File: config.mk
export PLATFORM = sky130hd
export DESIGN_NAME = banknote_change_breakdown_top
export DESIGN_NICKNAME = d
export VERILOG_FILES = /design/src/bnc_pkg.sv /design/src/bnc_div_cell.sv /design/src/bnc_serializer.sv /design/src/banknote_change_breakdown_top.sv
export VERILOG_INCLUDE_DIRS = /design/src /design/src/src
export SDC_FILE = /design/constraint.sdc
export NUM_CORES = 1
export LEC_CHECK = 0
export BUFFER_PORTS_ARGS = -buffer_cell sky130_fd_sc_hd__buf_2
export CAP_MARGIN = 20
export CORE_ASPECT_RATIO = 1.25
export CORE_UTILIZATION = 50
export CTS_CLUSTER_DIAMETER = 30
export CTS_CLUSTER_SIZE = 20
export DETAILED_ROUTE_END_ITERATION = 8
export MAX_ROUTING_LAYER = met4
export PLACE_DENSITY = 0.73
export SLEW_MARGIN = 20
export SYNTH_ARGS = -nofsm -noshare
export SYNTH_HDL_FRONTEND = slang
export SYNTH_SLANG_ARGS = --single-unit
export TNS_END_PERCENT = 50
File: constraint.sdc
create_clock -name clk_i -period 26.3 [get_ports clk_i]
set_input_delay 2.63 -clock clk_i [delete_from_list [all_inputs] [get_ports clk_i]]
set_output_delay 2.63 -clock clk_i [all_outputs]
set_load 0.01 [all_outputs]
File: src/banknote_change_breakdown_top_macros.svh
// Assertion macros for the banknote change breakdown block.
// Used by banknote_change_breakdown_top; expects clk_i and rst_ni in scope.
`ifndef BANKNOTE_CHANGE_BREAKDOWN_TOP_MACROS_SVH
`define BANKNOTE_CHANGE_BREAKDOWN_TOP_MACROS_SVH
`ifndef SYNTHESIS
`define BNC_ASSERT(label, prop) \
  label: assert property (@(posedge clk_i) disable iff (!rst_ni) prop) \
    else $error("banknote change breakdown: property failed");
`define BNC_ASSERT_NEVER(label, expr) \
  label: assert property (@(posedge clk_i) disable iff (!rst_ni) !(expr)) \
    else $error("banknote change breakdown: forbidden condition seen");
`else
`define BNC_ASSERT(label, prop)
`define BNC_ASSERT_NEVER(label, expr)
`endif
`endif

File: src/bnc_pkg.sv
// Shared constants, types and the denomination table of the change breakdown.
// No dependencies; imported by every module of the block.
package bnc_pkg;

  localparam int unsigned DENOM_COUNT = 10;
  localparam int unsigned OUT_TDATA_W = 40;
  localparam logic [15:0] DIVISOR0    = 16'd50000;
  localparam logic [3:0]  FIRST_IDX   = 4'd0;
  localparam logic [3:0]  LAST_IDX    = 4'd9;

  typedef logic [3:0] denom_idx_t;

  // Remainder below the largest note and its saturated count.
  typedef struct packed {
    logic [15:0] rem;
    logic [15:0] count;
  } bnc_res_t;

  function automatic logic [15:0] denom_of(input denom_idx_t idx);
    logic [15:0] d;
    unique case (idx)
      4'd0:    d = 16'd50000;
      4'd1:    d = 16'd20000;
      4'd2:    d = 16'd10000;
      4'd3:    d = 16'd5000;
      4'd4:    d = 16'd2000;
      4'd5:    d = 16'd1000;
      4'd6:    d = 16'd500;
      4'd7:    d = 16'd200;
      4'd8:    d = 16'd100;
      4'd9:    d = 16'd50;
      default: d = 16'd0;
    endcase
    return d;
  endfunction

endpackage

File: src/bnc_div_cell.sv
// One cell of the restoring divider by the largest denomination.
// Depends on bnc_pkg; a chain of these cells forms the division pipeline.
module bnc_div_cell #(
  parameter int unsigned QW = 16
) (
  input  logic          clk_i,
  input  logic          rst_ni,
  input  logic          en_i,
  input  logic          valid_i,
  input  logic [15:0]   rem_i,
  input  logic [QW-1:0] quo_i,
  output logic          valid_o,
  output logic [15:0]   rem_o,
  output logic [QW-1:0] quo_o
);
  import bnc_pkg::*;

  logic [16:0]   trial;
  logic          fits;
  logic [QW:0]   shifted;
  logic          valid_q;
  logic [15:0]   rem_d, rem_q;
  logic [QW-1:0] quo_d, quo_q;

  // The word holds the amount bits still to come at the top and the
  // quotient bits found so far at the bottom.
  always_comb begin
    trial   = {rem_i, quo_i[QW-1]};
    fits    = (trial >= {1'b0, DIVISOR0});
    rem_d   = fits ? 16'(trial - {1'b0, DIVISOR0}) : trial[15:0];
    shifted = {quo_i, fits};
    quo_d   = shifted[QW-1:0];
  end

  always_ff @(posedge clk_i or negedge rst_ni) begin
    if (!rst_ni) begin
      valid_q <= 1'b0;
    end else if (en_i) begin
      valid_q <= valid_i;
    end
  end

  always_ff @(posedge clk_i) begin
    if (en_i) begin
      rem_q <= rem_d;
      quo_q <= quo_d;
    end
  end

  assign valid_o = valid_q;
  assign rem_o   = rem_q;
  assign quo_o   = quo_q;

endmodule

File: src/bnc_serializer.sv
// Output stage: emits ten results per amount, one per ready cycle.
// Depends on bnc_pkg; fed by the divider chain in the top level.
module bnc_serializer (
  input  logic             clk_i,
  input  logic             rst_ni,
  input  logic             load_i,
  input  bnc_pkg::bnc_res_t res_i,
  output logic             ready_o,
  output logic             valid_o,
  input  logic             ready_i,
  output logic [15:0]      denom_o,
  output logic [15:0]      count_o,
  output logic [5:0]       leftover_o,
  output logic             last_o
);
  import bnc_pkg::*;

  logic        valid_q;
  denom_idx_t  idx_d, idx_q;
  logic [15:0] rem_d, rem_q;
  logic [15:0] count0_q;
  logic [15:0] d;
  logic [16:0] d2;
  logic [15:0] rem_next;
  logic [15:0] q;
  logic        take;

  // Below the largest note the running remainder is under three times
  // the current denomination, so two compares settle each count.
  always_comb begin
    d  = denom_of(idx_q);
    d2 = {d, 1'b0};
    if (idx_q == FIRST_IDX) begin
      q        = count0_q;
      rem_next = rem_q;
    end else if ({1'b0, rem_q} >= d2) begin
      q        = 16'd2;
      rem_next = 16'({1'b0, rem_q} - d2);
    end else if (rem_q >= d) begin
      q        = 16'd1;
      rem_next = rem_q - d;
    end else begin
      q        = 16'd0;
      rem_next = rem_q;
    end
  end

  assign take    = valid_q && ready_i;
  assign last_o  = (idx_q == LAST_IDX);
  assign ready_o = !valid_q || (take && last_o);

  always_comb begin
    idx_d = idx_q;
    rem_d = rem_q;
    if (load_i) begin
      idx_d = FIRST_IDX;
      rem_d = res_i.rem;
    end else if (take) begin
      idx_d = idx_q + 4'd1;
      rem_d = rem_next;
    end
  end

  always_ff @(posedge clk_i or negedge rst_ni) begin
    if (!rst_ni) begin
      valid_q <= 1'b0;
      idx_q   <= FIRST_IDX;
    end else begin
      if (load_i) begin
        valid_q <= 1'b1;
      end else if (take && last_o) begin
        valid_q <= 1'b0;
      end
      idx_q <= idx_d;
    end
  end

  always_ff @(posedge clk_i) begin
    rem_q <= rem_d;
    if (load_i) begin
      count0_q <= res_i.count;
    end
  end

  assign valid_o    = valid_q;
  assign denom_o    = d;
  assign count_o    = q;
  assign leftover_o = last_o ? rem_next[5:0] : 6'd0;

endmodule

File: src/banknote_change_breakdown_top.sv
// Top level of the greedy banknote change breakdown.
// Depends on bnc_pkg, bnc_div_cell, bnc_serializer and the assertion macros.
//
// Usage:
//   The slave stream takes one amount per request in s_axis_tdata; bits at
//   and above AMOUNT_BITS are ignored. For every amount the master stream
//   gives ten requests, largest note first (50000 down to 50), each with
//   the note value and the count taken. The tenth carries tlast and the
//   leftover below 50; the leftover field is zero on the other nine.
//   A chain of AMOUNT_BITS - 15 divider cells finds the count of the
//   largest note one quotient bit per cell; the output stage then works
//   out the nine smaller counts one per cycle as the receiver takes them.
//   The amount passes through the divider cells and is registered in the
//   output stage before its first result is valid. The single result
//   channel sets the rate of amounts; the divider chain keeps taking
//   amounts while results drain. When the receiver stalls, the output
//   stage holds its request and the divider chain stops once a finished
//   amount waits at its end, which then drops s_axis_tready. Reset empties
//   the chain and the output stage.
`include "banknote_change_breakdown_top_macros.svh"
module banknote_change_breakdown_top #(
  parameter int unsigned AMOUNT_BITS = 31,
  localparam int unsigned IN_TDATA_W = ((AMOUNT_BITS + 7) / 8) * 8
) (
  input  logic                               clk_i,
  input  logic                               rst_ni,
  input  logic                               s_axis_tvalid,
  output logic                               s_axis_tready,
  // [AMOUNT_BITS-1:0] amount, zero padding above
  input  logic [IN_TDATA_W-1:0]              s_axis_tdata,
  output logic                               m_axis_tvalid,
  input  logic                               m_axis_tready,
  // [15:0] denomination, [31:16] unit_count, [37:32] leftover, [39:38] zero
  output logic [bnc_pkg::OUT_TDATA_W-1:0]    m_axis_tdata,
  output logic                               m_axis_tlast
);
  import bnc_pkg::*;

  localparam int unsigned QW = AMOUNT_BITS - 15;

  logic [AMOUNT_BITS-1:0]     amount;
  logic [QW:0]                vld;
  logic [QW:0][15:0]          rem;
  logic [QW:0][QW-1:0]        quo;
  logic                       en;
  logic                       ser_ready;
  logic                       ser_load;
  logic [31:0]                q_wide;
  bnc_res_t                   res;
  logic [15:0]                denom;
  logic [15:0]                count;
  logic [5:0]                 leftover;

  assign amount = s_axis_tdata[AMOUNT_BITS-1:0];

  // The top fifteen amount bits are already below the largest note.
  assign vld[0] = s_axis_tvalid;
  assign rem[0] = {1'b0, amount[AMOUNT_BITS-1:QW]};
  assign quo[0] = amount[QW-1:0];

  assign en            = !vld[QW] || ser_ready;
  assign s_axis_tready = en;
  assign ser_load      = vld[QW] && ser_ready;

  for (genvar i = 0; i < QW; i++) begin : g_div
    bnc_div_cell #(
      .QW(QW)
    ) u_cell (
      .clk_i   (clk_i),
      .rst_ni  (rst_ni),
      .en_i    (en),
      .valid_i (vld[i]),
      .rem_i   (rem[i]),
      .quo_i   (quo[i]),
      .valid_o (vld[i+1]),
      .rem_o   (rem[i+1]),
      .quo_o   (quo[i+1])
    );
  end

  // Wide amounts can give a count beyond sixteen bits; it saturates.
  assign q_wide    = 32'(quo[QW]);
  assign res.rem   = rem[QW];
  assign res.count = (q_wide > 32'd65535) ? 16'hFFFF : q_wide[15:0];

  bnc_serializer u_ser (
    .clk_i      (clk_i),
    .rst_ni     (rst_ni),
    .load_i     (ser_load),
    .res_i      (res),
    .ready_o    (ser_ready),
    .valid_o    (m_axis_tvalid),
    .ready_i    (m_axis_tready),
    .denom_o    (denom),
    .count_o    (count),
    .leftover_o (leftover),
    .last_o     (m_axis_tlast)
  );

  assign m_axis_tdata = {2'b00, leftover, count, denom};

  `BNC_ASSERT(a_last_is_fifty, m_axis_tvalid && m_axis_tlast |-> denom == 16'd50)
  `BNC_ASSERT_NEVER(a_leftover_early, m_axis_tvalid && !m_axis_tlast && leftover != 6'd0)
  `BNC_ASSERT_NEVER(a_small_count, m_axis_tvalid && denom != 16'd50000 && count > 16'd2)
  `BNC_ASSERT(a_load_shows, ser_load |=> m_axis_tvalid && denom == 16'd50000)

endmodule
### Yosys cells after proc, flatten, opt, wreduce, memory -nomap -nowiden

Memories as Yosys holds them, arrays and structs flattened.
Index checks and enable logic that the tools add are counted.

* bits in registers: 565
* bits in read-only memories: 240
* input port bits: 36
* output and inout bits: 43
* logic and storage cells: 135
* memories kept: 1

Memory list
* (no name shown): words 16, bits a word 15, read ports 1, clocked after memory_dff 0, wr ports 0, RTL line bnc_pkg.sv:21 `unique case (idx)`

* $add $sub $neg: 19
* magnitude comparators: 19
* equal/unequal tests: 2
* mux-type cells: 29
* reduce and logical (&&, ||, !) cells: 12

Operators by type and width (count)
* 2-to-1 mux 16 bit: 23
* subtractor 16 bit, second input constant: 16
* >= comparator 17 x 16 -> 1 bit, second input constant: 15
* subtractor 16 bit: 2
* >= comparator 16 x 17 -> 1 bit: 1
* >= comparator 16 bit: 1
* >= comparator 16 bit, second input constant: 1
* > comparator 16 bit, second input constant: 1
* 2-to-1 mux 4 bit: 2
* 2-to-1 mux 6 bit: 1
* adder 4 x 1 -> 4 bit, second input constant: 1
* == test 4 bit, second input constant: 1
* logical NOT 4 bit: 1
* nonzero test 2 bit: 2
* logical AND 1 bit: 3
* 2-to-1 mux 1 bit: 3
* AND reduction 3 bit: 1
* nonzero test 3 bit: 1
* logical NOT 1 bit: 2
* logical OR 1 bit: 2
* != test 2 bit, second input constant: 1

### Logic depth before layout (Yosys ltp)

Gate-level depths: netlist of the first run.
An unclocked memory read counts as a cell.

* word-level depth: 7
* gate-level depth with buffers: 15
* gate-level depth less buffers: 15

### By module

A second synthesis of the first run with hierarchy kept.

* cell total of the unflattened synthesis: 1830
* area total of the unflattened synthesis: 25310.5 um^2

Modules (own cells, without submodules)
* bnc_div_cell: instances 16, cells each 87, area each 1343.8 um^2, seq. area each 985.9 um^2
* bnc_serializer: instances 1, cells each 433, area each 3778.6 um^2, seq. area each 1086.0 um^2
* banknote_change_breakdown_top: instances 1, cells each 5, area each 31.3 um^2, seq. area each 0.0 um^2

### Worst setup path before layout of the first run

OpenSTA, ideal clock, no wires.

* path kind: input to output
* start: in m_axis_tready
* end: out s_axis_tready
* arrival: 17.298 ns
* slack: 6.372 ns
* stages: 3
* buffers on the path: 1
* cells stage by stage: inv_1 -> o211ai_1 -> clkbuf_1

* word-level cells in the longest chain between the ends: 4

RTL lines
* start, declared: RTL line banknote_change_breakdown_top.sv:32 `input logic m_axis_tready,`
* logical AND 1 bit: RTL line bnc_serializer.sv:48 `assign take = valid_q && ready_i;`
* logical AND 1 bit: RTL line bnc_serializer.sv:50 `assign ready_o = !valid_q || (take && last_o);`
* logical OR 1 bit: RTL line bnc_serializer.sv:50
* logical OR 1 bit: RTL line banknote_change_breakdown_top.sv:61 `assign en = !vld[QW] || ser_ready;`
* end, declared: RTL line banknote_change_breakdown_top.sv:28 `output logic s_axis_tready,`

Every way passes these cells.

### Final worst setup path of the first run

* start: reg u_ser.idx_q[1]
* end: out m_axis_tdata[36] (netlist name)

* word-level cells in the longest chain between the ends: 6
* elaborated cells on any way between the ends: 11
* those cells by class: 2 x add/sub; 2 x order compare; 1 x eq/ne; 4 x mux; 1 x reduce/logical; 1 x memory

RTL lines
* start, declared: RTL line bnc_serializer.sv:19 `denom_idx_t idx_d, idx_q;`
* start signal, assigned: RTL line bnc_serializer.sv:74 `idx_q <= idx_d;`
* memory read (16 x 15 bit)
* subtractor 16 bit or >= comparator 16 bit (tied branches): RTL line bnc_serializer.sv:41, bnc_serializer.sv:39
* 2-to-1 mux 16 bit: RTL line bnc_serializer.sv:39 `end else if (rem_q >= d) begin`
* 2-to-1 mux 16 bit: RTL line bnc_serializer.sv:36 `end else if ({1'b0, rem_q} >= d2) begin`
* 2-to-1 mux 16 bit: RTL line bnc_serializer.sv:33 `if (idx_q == FIRST_IDX) begin`
* 2-to-1 mux 6 bit *: RTL line bnc_serializer.sv:88 `assign leftover_o = last_o ? rem_next[5:0] : 6'd0;`
* end, declared: RTL line banknote_change_breakdown_top.sv:34 `output logic [bnc_pkg::OUT_TDATA_W-1:0] m_axis_tdata,`

Mark *: on every way between the ends. The rest lies on a longest branch, timed or not. The select of a mux whose other input is x is not followed.

==> results of run 1 <==
## metal layers
| layer | part of all wire (%) | GRT usage, % | vias up |
|---|---|---|---|
| li1 | - | - | 6500 |
| met1 | 39 | 18.6 | 6466 |
| met2 | 53 | 31.8 | 278 |
| met3 | 3.9 | 3.44 | 95 |
| met4 | 3.2 | 8.39 | 0 |
| met5 | 0 | - | - |
## cells in the mapped netlist (all sizes together), types with 6 or more instances
cell and count:
xnor2 125, o21a 6, o21ai 82, nor4 34
ha 67, nor3 37, o211ai 36, buf 11
xor2 58, nand4 17, nor4bb 16, a21o 13
inv 66, and2 18, a31o 18, edfxtp 544
nor2 66, mux2 17, nand2 141, a22oi 6
dfrtp 21, nand3 48, nand2b 49, a21oi 43
nor2b 21, clkbuf 36
## registers in the layout, summed over array words and instances, names as in the netlist
name / flops
g_div.u_cell.valid_o: 16
g_div.u_cell.rem_o: 256
g_div.u_cell.quo_o: 256
u_ser.idx_q: 4
u_ser.valid_o: 1
u_ser.count0_q: 16
u_ser.rem_q: 16
## cell type report
type	instances	area [µm²]	share of cell area, %
Timing Repair Buffer	83	438	1.54
Clock buffer	102	2390	8.42
Sequential cell	565	16900	59.3
Tap cell	637	797	2.80
Clock inverter	69	952	3.35
Inverter	67	251	0.885
Multi-Input combinational cell	990	6740	23.7
## cells by family (layout without fill, tap and decap cells)
group                      Yosys count  in the layout  share of synthesized area [%]
AOI/OAI and AO/OA                  243            243                           6.60
xor gates and xnor gates           183            183                           6.67
adders and majority gates           69             69                           3.65
muxes                               21             21                          0.963
DFF                                565            565                           70.1
buffers and inverters              114            321                           1.89
other                                1              3                         0.0156
and+or+nand+nor                    471            471                           10.1
## power breakdown
| group | internal (mW) | total [mW] | switching (mW) |
|---|---|---|---|
| registers | 1.23 | 1.33 | 0.0949 |
| logic | 0.351 | 0.895 | 0.544 |
| clock network | 0.811 | 1.25 | 0.441 |
## stage by stage
stage | instance area (µm²) | hold WS (ps) | instances | worst slack (ps)
finish | 28400 | 402 | 2513 | 18570
global route | 28400 | 401 | 2513 | 18250
CTS | 28400 | 402 | 2513 | 18610
detailed placement | 25100 | 405 | 2342 | 18680
global placement | 25100 | 400 | 2342 | 18880
floorplan | 24000 | 400 | 1669 | 6370
## final timing paths
path                                           start                   endpoint  cells past startpoint
min reg2reg                g_div[10].u_cell.quo_o[1]  g_div[11].u_cell.quo_o[2]                      0
max                                   u_ser.idx_q[1]           m_axis_tdata[36]                     15
max in group asynchronous                     rst_ni             u_ser.idx_q[0]                      1
max reg2reg                           u_ser.idx_q[1]   g_div[8].u_cell.rem_o[5]                      9
min                        g_div[10].u_cell.quo_o[1]  g_div[11].u_cell.quo_o[2]                      0
min in group asynchronous                     rst_ni    g_div[3].u_cell.valid_o                      1
## worst register-to-register path, stage by stage (launching register included)
cell	delay [ps]
dfrtp_1	470
inv_1	180
ha_1	280
nand3_1	330
o211ai_1	320
buf_4	490
buf_4	870
buf_4	940
buf_4	920
buf_4	860
==> reports/qor.txt, run 1 <==
Status - finished clean
Max stage delay on crit path - 590 ps
Fin. Hold Viols - 0
Antenna diode count - 0
Hold crit path type - flop to flop
Number of DRC markers in iteration 0 - 806
Synth area leaders - edfxtp_1 (68%), xnor2_1 (4.6%), ha_1 (3.5%), nand2_1 (2.2%), dfrtp_1 (2.2%)
P&R area growth vs syn - 18.2%
Die span in x - 198 µm
Vias in the first global route - 13,667
Initial antenna violation count - 0
Cts bufs inserted - 92
WL per Instance - 16.1 µm
Crit path max fanout - 10
Crit end category - output port
Largest net degree at the start of global routing - 84
HPWL after DPL - 27,100 µm
Worst-Skew Late Latency - 620 ps
Global-route usage over all layers - 17.7%
Min cycle time layout - 7730 ps
CP startpoint kind - flop
CTS tree - yes
Critical path type - flop to output port
Sequential area share after synthesis - 70.1%
Count of flip-flops with a built-in enable after synthesis - 544
Share of layout cells above drive strength 1 - 15.3%
Slew Limit Fails - 0
IO buf count - 74
Clk buf depth - 3
Worst path bufs/invs - 3
Setup TNS - 0 ps
Register bit total from synthesis - 565
Tightest Pin Transition - 1010 ps
Commonest non-fill, non-tap cell in the layout - edfxtp_1
Finished Core Util - 60.1%
Final setup viols - 0
Clock-pin slew on the worst setup and hold paths - 60 ps
Placeable Area - 0.0473 mm²
1st-pass router iterations - 5
Via density - 5.31
Setup Buffers After CTS - 0
PwrDens - 122 mW/mm²
Cells after Synth - 1,667
First-pass GRT wire length - 65,900 µm
Slowest cell on the critical path - a31oi_1
PnR Total Power - 3.48 mW
Post-CTS sizing - 0
Most frequent cells in the layout - edfxtp_1 (544), nand2_1 (141), xnor2_1 (125), clkbuf_16 (94), o21ai_0 (81)
Flop2flop setup slack - 20,200 ps
Relative slew slack - 32.6%
Final #Nets - 1,904
IO Pins - 79
Htree depth - 3
Period utilisation layout - 29.4%
Hold_buf cts - 0
Synth cell types - 67
Critical path arrival - 5100 ps
Warnings, synthesis - 0
TritonCTS Sinks - 565
Post-route DRC - 0
Async SR Flop Fraction - 3.72%
Max-cap violations - 0
Post-synth top area cell - edfxtp_1
FP Rows - 89
Die Y - 247 µm
Fillers - 3,502
Avg Inst Size Synth - 14.4 µm²
DRT antenna net count - 0
WL final - 40,500 µm
Maximum vdd drop - 0.0751 mV
Via count - 13,339
Critical path required time - 23,670 ps
Main synth FF type - edfxtp_1
Starting Density - 50.8%
Final GP Congestion - 0.921
Achievable frequency - 129 MHz
Clock skew - 21.6 ps
Worst path cell trace - inv_1 -> ha_1 -> nand3_1 -> o21ai_0 -> inv_1 -> ha_1 -> o21a_1 -> o31ai_1 -> a211oi_1 -> o21ai_1 -> a31oi_1 -> nor2_1 -> a221oi_1 -> nor2_1 -> buf_2
CTS Root Cell - clkbuf_16
GRT Residual Overflow - 0
RSZ-0062 raised after global routing - no
Largest delay share family, worst path - compound AO/OA/AOI/OAI gates
Die area - 0.0490 mm²
Leakage - 10.2 nW
Synthesized area - 0.0240 mm²
Yosys top cell area share - 67.9%
Note: power is estimated with default switching activity, not from simulation.
==> run 2: changes to the inputs <==
Clock period 26.3 ns to 7.8 ns, I/O delays scaled along.
==> run 2 against run 1 <==
Total power rose to 3.4 times the previous value. Sequential power rose to 3.4 times the previous value. Final cell count grew 0.20%. First-iteration DRC count fell by 12%. Core utilization down 0.058 points. Largest cell class unchanged.
==> reports/qor.txt, run 2 (synthesized netlist as in run 1, its figures left out) <==
HPWL after DPL - 27,000 µm
GRT Residual Overflow - 0
Final #Nets - 1,905
Fillers - 3,539
P&R area growth vs syn - 18.1%
Max-cap violations - 0
Min cycle time layout - 5700 ps
Most frequent cells in the layout - edfxtp_1 (544), nand2_1 (141), xnor2_1 (125), clkbuf_16 (97), o21ai_0 (81)
Crit path max fanout - 9
Fin. Hold Viols - 0
Crit end category - output port
Die area - 0.0490 mm²
Antenna diode count - 0
IO Pins - 79
Largest net degree at the start of global routing - 191
Post-CTS sizing - 0
Period utilisation layout - 73.1%
Tightest Pin Transition - 1030 ps
Critical path required time - 7020 ps
Final GP Congestion - 0.885
RSZ-0062 raised after global routing - no
Setup Buffers After CTS - 0
Critical path arrival - 4920 ps
Initial antenna violation count - 0
Post-route DRC - 0
IO buf count - 74
Hold_buf cts - 0
Clock skew - 17.4 ps
Via count - 13,351
Cts bufs inserted - 96
Vias in the first global route - 13,612
Placeable Area - 0.0473 mm²
Number of DRC markers in iteration 0 - 708
PwrDens - 412 mW/mm²
Share of layout cells above drive strength 1 - 15.4%
Commonest non-fill, non-tap cell in the layout - edfxtp_1
Hold crit path type - input pin to async pin
Slew Limit Fails - 0
Htree depth - 3
PnR Total Power - 11.7 mW
Maximum vdd drop - 0.412 mV
Final setup viols - 0
Achievable frequency - 175 MHz
FP Rows - 89
Worst-Skew Late Latency - 630 ps
Status - finished clean
CP startpoint kind - flop
Global-route usage over all layers - 18.0%
TritonCTS Sinks - 565
WL per Instance - 16.3 µm
Reg2Reg Depth - 12
Die span in x - 198 µm
CTS tree - yes
Relative slew slack - 31.4%
Die Y - 247 µm
Setup TNS - 0 ps
First-pass GRT wire length - 66,800 µm
Clock-pin slew on the worst setup and hold paths - 60 ps
DRT antenna net count - 0
Critical path type - flop to output port
WL final - 41,100 µm
CTS Root Cell - clkbuf_16
Clk buf depth - 3
Via density - 5.30
Leakage - 10.2 nW
Starting Density - 50.8%
1st-pass router iterations - 5
run 2: routing by layer:
metal  share of wire [%]  GRT usage (%)  routed length (µm)  up-vias
li1                    -              -                   -     6504
met3                 4.2           3.51                1730       98
met4                 3.5           9.21                1420        0
met2                  53           31.8               21900      280
met1                  39           19.2               16000     6469
met5                   0              -                   0        -
run 2: final timing paths:
check                                                from                   endpoint  slack (ps)
worst max-delay path                       u_ser.idx_q[1]           m_axis_tdata[33]        2100
worst max register to register             u_ser.idx_q[2]            u_ser.rem_q[11]        3210
worst min-delay path                               rst_ni             u_ser.idx_q[1]         100
worst min register to register  g_div[11].u_cell.quo_o[7]  g_div[12].u_cell.quo_o[8]         400
max in group asynchronous                          rst_ni   g_div[13].u_cell.valid_o        7370
min in group clk_i                       s_axis_tdata[13]  g_div[0].u_cell.quo_o[14]         330
run 2: critical path, stage by stage (launching register included):
cell      delay, ps
dfrtp_1         490
inv_1           150
ha_1            230
nor2b_1         160
a22oi_1         610
ha_1            360
nor2b_1         140
o31ai_1         390
a211oi_1        200
o21ai_1         400
a31o_2          380
nand2_1         210
mux2_2          340
nor2_1           80
buf_2           150
run 2: power breakdown:
part / switching [mW] / internal [mW] / total, mW / leakage, nW
Combinational: 1.85 / 1.19 / 3.03 / 3.39
Sequential: 0.322 / 4.16 / 4.48 / 5.19
Clock: 1.47 / 2.71 / 4.18 / 1.58
Total: 3.64 / 8.06 / 11.7 / 10.2
run 2: stage by stage:
step                cell area (µm²)  instances  hold WS [ps]  util (%)  setup WS (ps)
finish                        28400       2518           101      60.0           2100
global route                  28400       2518           131      60.0           1410
CTS                           28400       2518          91.8      60.0           2020
detailed placement            25100       2339           405      53.0           2730
global placement              25100       2339           400      53.0           2700
floorplan                     24100       1669           400         -           1640
run 2: cell type report:
| class | count | area (µm²) | area share [%] |
|---|---|---|---|
| clock buffers | 102 | 2450 | 8.61 |
| clock inverters | 77 | 856 | 3.01 |
| inverters | 67 | 251 | 0.886 |
| multi-input cells | 990 | 6740 | 23.7 |
| flip-flops and latches | 565 | 16900 | 59.4 |
| well taps | 637 | 797 | 2.81 |
| repair buffers | 80 | 453 | 1.59 |
